<file path="src/hdl/assert_macros.svh">
// Assertion helpers used by the RTL file.
`ifndef ASSERT_MACROS_SVH
`define ASSERT_MACROS_SVH

// Same-cycle implication, checked outside reset.
`define ASSERT_IMPLY(lbl, clk, rst, ante, cons, msg) \
   lbl: assert property (@(posedge clk) disable iff (rst) (ante) |-> (cons)) else $error(msg);

// Next-cycle implication, checked outside reset.
`define ASSERT_NEXT(lbl, clk, rst, ante, cons, msg) \
   lbl: assert property (@(posedge clk) disable iff (rst) (ante) |=> (cons)) else $error(msg);

`endif

</file>
<file path="src/hdl/crev_pkg.sv">
package crev_pkg;

   localparam int NUM_BUTTONS    = 48;
   localparam int SHIFT_POSITION = 25;
   localparam int NUM_PADS       = 16;

   localparam int BTN_W    = 48;
   localparam int PAD_IDX_W = (NUM_PADS > 1) ? $clog2(NUM_PADS) : 1;

   // Scan positions: buttons first, then encoder, then the two strips.
   localparam int PEND_W = BTN_W + 3;
   localparam int POS_W  = 6;
   localparam logic [POS_W-1:0] POS_ENC     = POS_W'(BTN_W);
   localparam logic [POS_W-1:0] POS_STRIP_L = POS_W'(BTN_W + 1);
   localparam logic [POS_W-1:0] POS_STRIP_R = POS_W'(BTN_W + 2);

   localparam int SHIFT_BIT = SHIFT_POSITION % BTN_W;
   localparam logic [BTN_W-1:0] BTN_MASK =
      BTN_W'((65'd1 << NUM_BUTTONS) - 65'd1);
   localparam logic [BTN_W-1:0] SHIFT_ONEHOT = BTN_W'(1) << SHIFT_BIT;

   localparam logic [1:0] KIND_BUTTON  = 2'd0;
   localparam logic [1:0] KIND_ENCODER = 2'd1;
   localparam logic [1:0] KIND_STRIP   = 2'd2;
   localparam logic [1:0] KIND_PAD     = 2'd3;

   // Strip scaling: v * 51 / 40 = ((v * 51) >> 3) / 5, the /5 done by a
   // reciprocal multiply that is exact for every 19-bit dividend.
   localparam int MUL_W = 19;
   localparam logic [MUL_W-1:0] STRIP_GAIN = MUL_W'(51);
   localparam logic [MUL_W-1:0] RECIP_5    = MUL_W'(419431);
   localparam int RECIP_SHIFT = 21;

   localparam logic [11:0] PAD_THRESHOLD_RESET = 12'd200;

endpackage

</file>
<file path="src/hdl/controller_report_event_decoder.sv">
// Control-surface report decoder. A control report (req_mode 0) is scanned
// one position per cycle: 48 button positions, then the encoder, then the
// left and right strips. The scan stops after the highest position that
// changed. After a control report is taken, req_ready stays low while the
// scan visits each position up to the highest pending one, while each strip
// event makes two passes through the shared 19x19 multiplier (times 51 in
// ST_MUL, then the reciprocal of 5 in ST_DIV), and in the closing scan step.
// A report with no change only runs the closing scan step, and a pad report
// (req_mode 1) passes through ST_PAD, where a pad event waits for a free
// output word. The scan holds while an emitted word waits with rsp_ready low.
// req_ready is high only between reports; csr writes are taken at any time.
`include "assert_macros.svh"

module controller_report_event_decoder (
   input  logic        clock,
   input  logic        reset,
   input  logic        req_valid,
   output logic        req_ready,
   input  logic        req_mode,
   input  logic [47:0] req_button_bits,
   input  logic [3:0]  req_encoder_position,
   input  logic [15:0] req_strip_left,
   input  logic [15:0] req_strip_right,
   input  logic [7:0]  req_pad_number,
   input  logic [11:0] req_pad_pressure,
   output logic        rsp_valid,
   input  logic        rsp_ready,
   output logic [1:0]  rsp_event_kind,
   output logic [5:0]  rsp_event_index,
   output logic [16:0] rsp_event_value,
   output logic        rsp_shift_held,
   output logic        rsp_last_event,
   input  logic        csr_valid,
   output logic        csr_ready,
   input  logic [11:0] csr_pad_threshold
);

   localparam logic [2:0] ST_IDLE = 3'd0;
   localparam logic [2:0] ST_SCAN = 3'd1;
   localparam logic [2:0] ST_MUL  = 3'd2;
   localparam logic [2:0] ST_DIV  = 3'd3;
   localparam logic [2:0] ST_PAD  = 3'd4;

   localparam int PW = crev_pkg::PEND_W;
   localparam int MW = crev_pkg::MUL_W;

   logic [2:0]                  state_ff, state_in;
   logic [crev_pkg::POS_W-1:0]  pos_ff, pos_in;
   logic [PW-1:0]               pend_ff, pend_in;
   logic [11:0]                 thr_ff, thr_in;
   logic [crev_pkg::BTN_W-1:0]  btn_store_ff, btn_store_in;
   logic [3:0]                  enc_last_ff, enc_last_in;
   logic [15:0]                 strip_l_last_ff, strip_l_last_in;
   logic [15:0]                 strip_r_last_ff, strip_r_last_in;
   logic [crev_pkg::NUM_PADS-1:0] pad_active_ff, pad_active_in;

   // Held report payload
   logic [crev_pkg::BTN_W-1:0]  bits_ff, bits_in;
   logic                        enc_up_ff, enc_up_in;
   logic [15:0]                 strip_l_ff, strip_l_in;
   logic [15:0]                 strip_r_ff, strip_r_in;
   logic                        pad_hit_ff, pad_hit_in;
   logic [5:0]                  pad_idx_ff, pad_idx_in;
   logic [16:0]                 pad_val_ff, pad_val_in;

   logic [2*MW-1:0]             prod_ff, prod_in;

   logic        rsp_valid_ff, rsp_valid_in;
   logic [1:0]  kind_ff, kind_in;
   logic [5:0]  index_ff, index_in;
   logic [16:0] value_ff, value_in;
   logic        shift_ff, shift_in;
   logic        last_ff, last_in;

   logic                        accept;
   logic                        out_free;
   logic                        emit;
   logic [PW-1:0]               pend_clr;
   logic [MW-1:0]               mul_a, mul_b;
   logic [crev_pkg::BTN_W-1:0]  upd_mask;
   logic [crev_pkg::BTN_W-1:0]  diff;
   logic                        enc_chg, strip_l_chg, strip_r_chg;
   logic                        pad_in_range;
   logic [crev_pkg::PAD_IDX_W-1:0] pad_sel;

   assign req_ready = (state_ff == ST_IDLE);
   assign accept    = req_valid && req_ready;
   assign csr_ready = 1'b1;
   assign out_free  = !rsp_valid_ff || rsp_ready;
   assign pend_clr  = pend_ff & ~(PW'(1) << pos_ff);

   assign upd_mask = crev_pkg::BTN_MASK | crev_pkg::SHIFT_ONEHOT;
   assign diff = (req_button_bits ^ btn_store_ff) & crev_pkg::BTN_MASK
                 & ~crev_pkg::SHIFT_ONEHOT;
   assign enc_chg     = (req_encoder_position != enc_last_ff);
   assign strip_l_chg = (req_strip_left != 16'd0) && (req_strip_left != strip_l_last_ff);
   assign strip_r_chg = (req_strip_right != 16'd0) && (req_strip_right != strip_r_last_ff);
   assign pad_in_range = (req_pad_number < 8'(crev_pkg::NUM_PADS));
   assign pad_sel = req_pad_number[crev_pkg::PAD_IDX_W-1:0];

   // Shared multiplier: strip times gain, then reduced product times 1/5.
   always_comb begin
      if (state_ff == ST_DIV) begin
         mul_a = prod_ff[MW+2:3];
         mul_b = crev_pkg::RECIP_5;
      end else begin
         mul_a = (pos_ff == crev_pkg::POS_STRIP_R) ? MW'(strip_r_ff) : MW'(strip_l_ff);
         mul_b = crev_pkg::STRIP_GAIN;
      end
   end

   always_comb begin
      state_in        = state_ff;
      pos_in          = pos_ff;
      pend_in         = pend_ff;
      thr_in          = thr_ff;
      btn_store_in    = btn_store_ff;
      enc_last_in     = enc_last_ff;
      strip_l_last_in = strip_l_last_ff;
      strip_r_last_in = strip_r_last_ff;
      pad_active_in   = pad_active_ff;
      bits_in         = bits_ff;
      enc_up_in       = enc_up_ff;
      strip_l_in      = strip_l_ff;
      strip_r_in      = strip_r_ff;
      pad_hit_in      = pad_hit_ff;
      pad_idx_in      = pad_idx_ff;
      pad_val_in      = pad_val_ff;
      prod_in         = prod_ff;
      rsp_valid_in    = rsp_valid_ff && !rsp_ready;
      kind_in         = kind_ff;
      index_in        = index_ff;
      value_in        = value_ff;
      shift_in        = shift_ff;
      last_in         = last_ff;
      emit            = 1'b0;

      if (csr_valid && csr_ready) begin
         thr_in = csr_pad_threshold;
      end

      case (state_ff)
         ST_IDLE: begin
            if (accept) begin
               pos_in = '0;
               if (!req_mode) begin
                  bits_in      = req_button_bits;
                  strip_l_in   = req_strip_left;
                  strip_r_in   = req_strip_right;
                  btn_store_in = (btn_store_ff & ~upd_mask) | (req_button_bits & upd_mask);
                  enc_up_in = ((enc_last_ff < req_encoder_position) ||
                               (enc_last_ff == 4'hF && req_encoder_position == 4'h0)) &&
                              !(enc_last_ff == 4'h0 && req_encoder_position == 4'hF);
                  enc_last_in = req_encoder_position;
                  if (strip_l_chg) begin
                     strip_l_last_in = req_strip_left;
                  end
                  if (strip_r_chg) begin
                     strip_r_last_in = req_strip_right;
                  end
                  pend_in  = {strip_r_chg, strip_l_chg, enc_chg, diff};
                  state_in = ST_SCAN;
               end else begin
                  pad_idx_in = 6'(req_pad_number);
                  pad_hit_in = 1'b0;
                  pad_val_in = '0;
                  if (pad_in_range) begin
                     if (req_pad_pressure > thr_ff) begin
                        pad_active_in[pad_sel] = 1'b1;
                        pad_hit_in = 1'b1;
                        pad_val_in = 17'(req_pad_pressure >> 4);
                     end else if (pad_active_ff[pad_sel]) begin
                        pad_active_in[pad_sel] = 1'b0;
                        pad_hit_in = 1'b1;
                     end
                  end
                  state_in = ST_PAD;
               end
            end
         end
         ST_SCAN: begin
            if (pend_ff == '0) begin
               state_in = ST_IDLE;
            end else if (!pend_ff[pos_ff]) begin
               pos_in = pos_ff + 1'b1;
            end else if (pos_ff == crev_pkg::POS_STRIP_L || pos_ff == crev_pkg::POS_STRIP_R) begin
               state_in = ST_MUL;
            end else if (out_free) begin
               emit = 1'b1;
               if (pos_ff == crev_pkg::POS_ENC) begin
                  kind_in  = crev_pkg::KIND_ENCODER;
                  index_in = '0;
                  value_in = 17'(enc_up_ff);
               end else begin
                  kind_in  = crev_pkg::KIND_BUTTON;
                  index_in = pos_ff;
                  value_in = 17'(bits_ff[pos_ff]);
               end
            end
         end
         ST_MUL: begin
            prod_in  = mul_a * mul_b;
            state_in = ST_DIV;
         end
         ST_DIV: begin
            // Hold the quotient multiply until the output word is free.
            if (out_free) begin
               prod_in  = mul_a * mul_b;
               emit     = 1'b1;
               kind_in  = crev_pkg::KIND_STRIP;
               index_in = (pos_ff == crev_pkg::POS_STRIP_R) ? 6'd1 : 6'd0;
               value_in = prod_in[crev_pkg::RECIP_SHIFT +: 17];
               state_in = ST_SCAN;
            end
         end
         ST_PAD: begin
            if (!pad_hit_ff) begin
               state_in = ST_IDLE;
            end else if (out_free) begin
               rsp_valid_in = 1'b1;
               kind_in  = crev_pkg::KIND_PAD;
               index_in = pad_idx_ff;
               value_in = pad_val_ff;
               shift_in = btn_store_ff[crev_pkg::SHIFT_BIT];
               last_in  = 1'b1;
               state_in = ST_IDLE;
            end
         end
         default: begin
            state_in = ST_IDLE;
         end
      endcase

      if (emit) begin
         rsp_valid_in = 1'b1;
         shift_in     = btn_store_ff[crev_pkg::SHIFT_BIT];
         last_in      = (pend_clr == '0);
         pend_in      = pend_clr;
         pos_in       = pos_ff + 1'b1;
      end
   end

   always_ff @(posedge clock) begin
      if (reset) begin
         state_ff        <= ST_IDLE;
         pos_ff          <= '0;
         pend_ff         <= '0;
         thr_ff          <= crev_pkg::PAD_THRESHOLD_RESET;
         btn_store_ff    <= '0;
         enc_last_ff     <= '0;
         strip_l_last_ff <= '0;
         strip_r_last_ff <= '0;
         pad_active_ff   <= '0;
         rsp_valid_ff    <= 1'b0;
      end else begin
         state_ff        <= state_in;
         pos_ff          <= pos_in;
         pend_ff         <= pend_in;
         thr_ff          <= thr_in;
         btn_store_ff    <= btn_store_in;
         enc_last_ff     <= enc_last_in;
         strip_l_last_ff <= strip_l_last_in;
         strip_r_last_ff <= strip_r_last_in;
         pad_active_ff   <= pad_active_in;
         rsp_valid_ff    <= rsp_valid_in;
      end
   end

   always_ff @(posedge clock) begin
      bits_ff    <= bits_in;
      enc_up_ff  <= enc_up_in;
      strip_l_ff <= strip_l_in;
      strip_r_ff <= strip_r_in;
      pad_hit_ff <= pad_hit_in;
      pad_idx_ff <= pad_idx_in;
      pad_val_ff <= pad_val_in;
      prod_ff    <= prod_in;
      kind_ff    <= kind_in;
      index_ff   <= index_in;
      value_ff   <= value_in;
      shift_ff   <= shift_in;
      last_ff    <= last_in;
   end

   assign rsp_valid       = rsp_valid_ff;
   assign rsp_event_kind  = kind_ff;
   assign rsp_event_index = index_ff;
   assign rsp_event_value = value_ff;
   assign rsp_shift_held  = shift_ff;
   assign rsp_last_event  = last_ff;

   `ASSERT_IMPLY(a_scan_pos, clock, reset, state_ff == ST_SCAN && pend_ff != '0, pos_ff <= crev_pkg::POS_STRIP_R, "scan ran past last position")
   `ASSERT_IMPLY(a_mul_strip, clock, reset, state_ff == ST_MUL || state_ff == ST_DIV, (pos_ff == crev_pkg::POS_STRIP_L || pos_ff == crev_pkg::POS_STRIP_R) && pend_ff[pos_ff], "multiplier used off a pending strip")
   `ASSERT_NEXT(a_last_drains, clock, reset, emit && last_in, pend_ff == '0, "last word sent with events pending")
   `ASSERT_IMPLY(a_pend_busy, clock, reset, pend_ff != '0, state_ff != ST_IDLE, "idle with events pending")

endmodule

</file>
<file path="config.mk">
export PLATFORM = sky130hd
export DESIGN_NAME = controller_report_event_decoder
export DESIGN_NICKNAME = d
export VERILOG_FILES = /design/src/hdl/crev_pkg.sv /design/src/hdl/controller_report_event_decoder.sv
export VERILOG_INCLUDE_DIRS = /design/src /design/src/hdl
export SDC_FILE = /design/constraint.sdc
export NUM_CORES = 1
export LEC_CHECK = 0
export BUFFER_PORTS_ARGS = -buffer_cell sky130_fd_sc_hd__buf_2
export CORE_ASPECT_RATIO = 0.6
export CORE_UTILIZATION = 30
export DETAILED_ROUTE_END_ITERATION = 10
export SYNTH_ARGS = -nofsm -noshare
export SYNTH_HDL_FRONTEND = slang
export SYNTH_SLANG_ARGS = --single-unit
</file>
<file path="constraint.sdc">
create_clock -name clock -period 7.8 [get_ports clock]
set_input_delay 0 -clock clock [delete_from_list [all_inputs] [get_ports clock]]
set_output_delay 0 -clock clock [all_outputs]
set_load 0.01 [all_outputs]
</file>
# Word level (Yosys, flattened, before mapping)
# Index checks and enable logic that the tools add are counted.
# classes
shift	1
muxes	80
mul	1
add_sub_neg	1
bitwise	7
magnitude_cmp	6
n_eq_ne	27
reduce_logical	42
# op_table
operator	n
two-way mux 51 bit	4
two-way mux 17 bit	7
zero test 51 bit	2
two-way mux 6 bit	12
bitwise AND 51 bit	1
NOT 51 bit	1
case mux 17 bit (3 select lines)	1
left shift 1 x 6 -> 51 bit, first input constant	1
two-way mux 16 bit	3
XOR 48 bit	1
case mux 22 bit (2 select lines)	1
multiplier 19 x 19 -> 38 bit	1
two-way mux 19 bit	2
inequality test 16 bit	2
nonzero test 16 bit	2
two-way mux 1 bit	25
two-way mux 3 bit	8
two-way mux 22 bit	1
== test 6 bit, second input constant	3
case mux 6 bit (3 select lines)	1
bitwise AND 16 bit	1
NOT 16 bit	1
OR 16 bit	1
inequality test 3 bit, second input constant	5
36 further kinds	78
# totals
out_inout_bits	30
elab_cells	189
register_bits	327
in_bits	122

# Depth between registers and ports, before layout
# depth
ltp_word	9
ltp_mapped	33
depth_no_buf	28

# Worst setup path after synthesis
# Ideal clock, no wire load.
# synth_timing
kind	register to register
startpoint	reg pos_ff[0] in the netlist's numbering
endpoint	reg value_ff[16], in the netlist rsp_event_value[16] (data pin)
setup_ps	266
slack_ps	197
period_less_slack_ps	7603
arrival_time_ps	7338
path_stages_with_launch	32
cell_sequence	dfxtp_1 -> buf_6 -> buf_6 -> inv_1 -> ha_1 -> clkbuf_1 -> nand2_1 -> clkbuf_1 -> nand2_1 -> a21o_1 -> nand2_1 -> inv_1 -> fa_1 -> fa_1 -> inv_1 -> fa_1 -> fa_1 -> fa_1 -> inv_1 -> fa_1 -> inv_1 -> ha_1 -> clkbuf_1 -> and4_1 -> nand3_1 -> nand4b_1 -> o211a_1 -> a31oi_1 -> o21ai_0 -> o21ai_1 -> a21oi_1 -> or3b_1
# synth_via
elab_chain_cells	6
# synth_lines
item	line	rtl
start: declaration	controller_report_event_decoder.sv:48	logic [crev_pkg::POS_W-1:0] pos_ff, pos_in;
start signal: assignment	controller_report_event_decoder.sv:257	pos_ff <= pos_in;
== test 6 bit	controller_report_event_decoder.sv:107	mul_a = (pos_ff == crev_pkg::POS_STRIP_R) ? MW'(strip_r_ff) : MW'(strip_l_ff);
two-way mux 16 bit	controller_report_event_decoder.sv:107	
two-way mux 19 bit	controller_report_event_decoder.sv:103	if (state_ff == ST_DIV) begin
multiplier 19 x 19 -> 38 bit	controller_report_event_decoder.sv:208	prod_in = mul_a * mul_b;
two-way mux 17 bit	controller_report_event_decoder.sv:207	if (out_free) begin
case mux 17 bit (3 select lines)	controller_report_event_decoder.sv:142	case (state_ff)
net value_in[16]	controller_report_event_decoder.sv:71	logic [16:0] value_ff, value_in;
end signal: assignment	controller_report_event_decoder.sv:280	value_ff <= value_in;
end: declaration	controller_report_event_decoder.sv:71	
# The timed path passes the listed nets, and every way through them passes these cells. The select of a mux whose other input is x is not followed.
# A chain may end at the register's enable or synchronous reset.

# Worst setup path after layout
# layout_timing
startpoint	reg pos_ff[2] in the netlist's numbering
endpoint	reg value_ff[16], in the netlist rsp_event_value[16] (data pin)
# Same word-level chain as after synthesis.

==> flow_summary_export.csv <==
group,metric,value,unit
setup_path,worst_r2r_endpoint,"rsp_event_value[16]$_DFFE_PP_",
floorplan,die_y,214.4,microns
cts,worstSkewPairLatency,0.58,ns
sta,setup-violations-final,0,
placement,dpl.hpwl,52610,microns
setup_path,reg2reg_from,"pos_ff[2]$_SDFFE_PP0P_",
logic_synthesis,yosysWarnings,0,
finish,fill_cells,7444,
finish,syn_to_final_growth,18.69,%
detailed_routing,via_count,17292,
logic_synthesis,avgSynthCellArea,9.996,sq um
sta,finalSetupTns,0,ns
logic_synthesis,ys_seq_elements,315,
cts,htree_levels,2,
sta,slew-limit-headroom,32.19,%
finish,seq_area,0.007730,sq mm
setup_path,worst-path-buf-inv,5,
sta,min_period,7.355,ns
global_routing,grt_pass1_wl,106000,microns
placement,routabilityCongestion,0.9872,
logic_synthesis,ys_async_sr_fraction,0,%
setup_path,path_delay_family,"adder cells",
outcome,outcome,"finished, violations left",
sta,rsz0062_at_grt,"no",
logic_synthesis,seq_area_frac_synth,34.27,%
sta,skew,0.04810,ns
cts,clk_pin_slew_worst_paths,0.06,ns
sta,finalHoldViolations,0,
setup_path,endpoint_kind,"flop",
setup_path,ff2ff_path_depth,26,
sta,fmaxAchievable,136.0,MHz
detailed_routing,wl_per_cell,19.59,microns
floorplan,core,0.07399,sq mm
pwr,peakVddDrop,0.1337,mV
hold_path,holdPathStages,6,
setup_path,critPathMaxStageDelay,0.61,ns
finish,final_nets,2979,
logic_synthesis,syn_inst,2256,
sta,tightest_slew,1.015,ns
placement,dp_cells,3324,
cts,cts_buffers,36,
setup_path,crit_path_frequent_cell,"fa_1",
placement,io_buffers,150,
sta,fin_hold_ws,0.05300,ns
finish,multiInputGateArea,0.01311,sq mm
detailed_routing,dr.pass1.iters,9,
global_routing,grt_pass1_vias,16996,
detailed_routing,drc,14,
logic_synthesis,netlist.area_leader.share,18.91,%
pwr,p_leak,11.69,nW
hold_path,hold_path_class,"in -> reg",
global_routing,antenna_found_initial,2,
run,drv_cap,0,
detailed_routing,wl,68970,microns
logic_synthesis,ys_types,77,
setup_path,reg2reg_slack,0.45,ns
global_routing,gr-usage-all-layers,18.20,%
cts,numClockSinks,315,
outcome,violations,"DRC",
setup_path,critPathKind,"reg -> reg",
detailed_routing,drt_iter0_drc,1676,
cts,cts_root_buffer,"clkbuf_16",
setup_path,critPathSlowestCell,"fa_1",
pwr,power.density,204.6,mW/mm^2
global_routing,grt_max_degree,109,
cts,cts_tree,"done",
sta,timing.final.max_slew_violations,0,
floorplan,rows,77,
floorplan,start_util,30.48,%
floorplan,die_w,356.0,microns
setup_path,critPathArrivalTime,7.68,ns
setup_path,worstPathMaxFanout,15,
logic_synthesis,synth_flop_cell,"dfxtp_1",
finish,instances_no_fill,3520,
floorplan,die-area,0.07631,sq mm
logic_synthesis,synth_edf_count,142,
cts,clockBufferDepth,3,
logic_synthesis,yosysTopAreaCell,"edfxtp_1",
floorplan,io_pins,152,
detailed_routing,drt-vias-per-instance,4.913,
setup_path,required,8.12,ns
sta,timing.final.crit_share,94.29,%
logic_synthesis,syn_area,0.02255,sq mm
logic_synthesis,synthTopCellsByArea,"edfxtp_1 (19%), dfxtp_1 (15%), fa_1 (14%)",
global_routing,overflow,0,
finish,drive_gt1_share,11.73,%
setup_path,critical_path.startpoint_type,"flop",
hold_path,min-delay-start,"req_pad_number[7]",
cts,post_cts_buffers,0,
detailed_routing,ant_nets,0,
[cell type report]
cell class / instances / area share [%]
Inverter: 318 / 4.479
Sequential cell: 315 / 28.88
Tap cell: 987 / 4.614
Clock inverter: 19 / 0.8274
Timing Repair Buffer: 307 / 8.424
Multi-Input combinational cell: 1526 / 48.97
Clock buffer: 47 / 3.791
Antenna cell: 1 / 0.009350
[synth_stat cells, types with 26 or more instances]
master,number
clkbuf_1,59
ha_1,199
inv_1,317
nand4_1,33
nor4_1,31
fa_1,154
nand2_1,223
mux2i_1,67
nor2_1,142
edfxtp_1,142
nor3_1,35
xor2_1,40
mux4_2,26
dfxtp_1,173
nand3_1,35
xnor2_1,68
a21oi_1,127
o21ai_0,92
[cells in the final DEF (no fill, tap or decap), types with 91 or more instances in the layout]
master         count
nand2_1          222
ha_1             199
dlygate4sd3_1    129
inv_1            316
buf_2            149
o21ai_0           91
fa_1             154
dfxtp_1          171
edfxtp_1         142
a21oi_1          124
nor2_1           142
[through the flow]
stage	utilization [%]	cell area, sq um	setup slack (ns)	power, mW
after global routing	36.17	26760	0.02120	5.811
final	36.17	26760	0.4453	5.477
after CTS	36.15	26740	0.3013	5.497
after global placement	32.73	24220	0.4564	3.640
after detailed placement	32.73	24220	0.3078	3.629
after floorplan	-	22560	0.1965	3.170
[routing by layer]
metal	share of wire [%]	vias up	track usage (%)
li1	-	8213	-
met1	52	8340	29.21
met5	0	-	0
met3	11	71	6.809
met2	36	668	22.22
met4	1.5	0	3.376
[what timing repair did]
item                                    in CTS  in global routing
hold endpoints to repair                   252                  0
endpoints found under the setup margin       0                  7
resized for setup                            0                  6
hold buffers                               129                  0
[state kept, by name, indices dropped and copies added (netlist names), 2 cells and up, named ones only]
name             flops
pend_ff             51
bits_ff             48
btn_store_ff        48
prod_ff             19
rsp_event_value     17
strip_l_ff          16
strip_l_last_ff     16
strip_r_ff          16
strip_r_last_ff     16
thr_ff              12
pad_val_ff           8
pad_idx_ff           6
pos_ff               6
rsp_event_index      6
enc_last_ff          4
state_ff             3
rsp_event_kind       2
[how the worst max path moves through the flow]
stage,from,end,slack [ns],cells after the start
2_1_floorplan,pos_ff[0]$_SDFFE_PP0P_,rsp_event_value[16]$_DFFE_PP_,0.20,31
3_3_place_gp,pos_ff[2]$_SDFFE_PP0P_,rsp_event_value[16]$_DFFE_PP_,0.46,25
3_5_place_dp,pos_ff[2]$_SDFFE_PP0P_,rsp_event_value[16]$_DFFE_PP_,0.31,27
4_1_cts,pos_ff[2]$_SDFFE_PP0P_,rsp_event_value[16]$_DFFE_PP_,0.30,25
5_1_grt,state_ff[1]$_SDFFE_PP0P_,rsp_event_value[16]$_DFFE_PP_,0.02,24
6_report,pos_ff[2]$_SDFFE_PP0P_,rsp_event_value[16]$_DFFE_PP_,0.45,26
[where the power goes]
part	internal [mW]	leakage [nW]	switching (mW)
Sequential	1.89	2.73	0.0777
Clock	1.01	0.599	0.765
Combinational	0.696	8.36	1.04
[kinds of logic (layout without fill, tap and decap cells)]
group                    after synthesis  count (layout)  share of synthesized area, %
AO/OA/AOI/OAI                        378             378                         10.46
XOR/XNOR                             108             108                         4.195
adder cells (fa/ha/maj)              353             353                         24.71
buffers and inverters                417             691                         7.851
flip-flops                           315             315                         34.27
multiplexers                         104             104                         6.586
other                                  2               5                       0.03330
AND/OR/NAND/NOR                      579             579                         11.89
[worst register-to-register path: stages (launching register included)]
cell and delay (ns):
dfxtp_1 0.31, nor2_1 0.13, and3_1 0.24, buf_4 0.24, nand3_1 0.19, a21oi_2 0.25, or2_2 0.18, inv_1 0.06
fa_1 0.43, fa_1 0.61, inv_1 0.08, fa_1 0.48, fa_1 0.54, inv_1 0.06, fa_1 0.50, fa_1 0.50
inv_1 0.04, ha_1 0.34, and3_1 0.29, and3_1 0.18, nand4b_1 0.12, o211a_1 0.19, a31oi_1 0.27, o21ai_0 0.16
o21ai_1 0.25, a21oi_1 0.10, or3b_1 0.36
(Power assumes the default switching activity.)
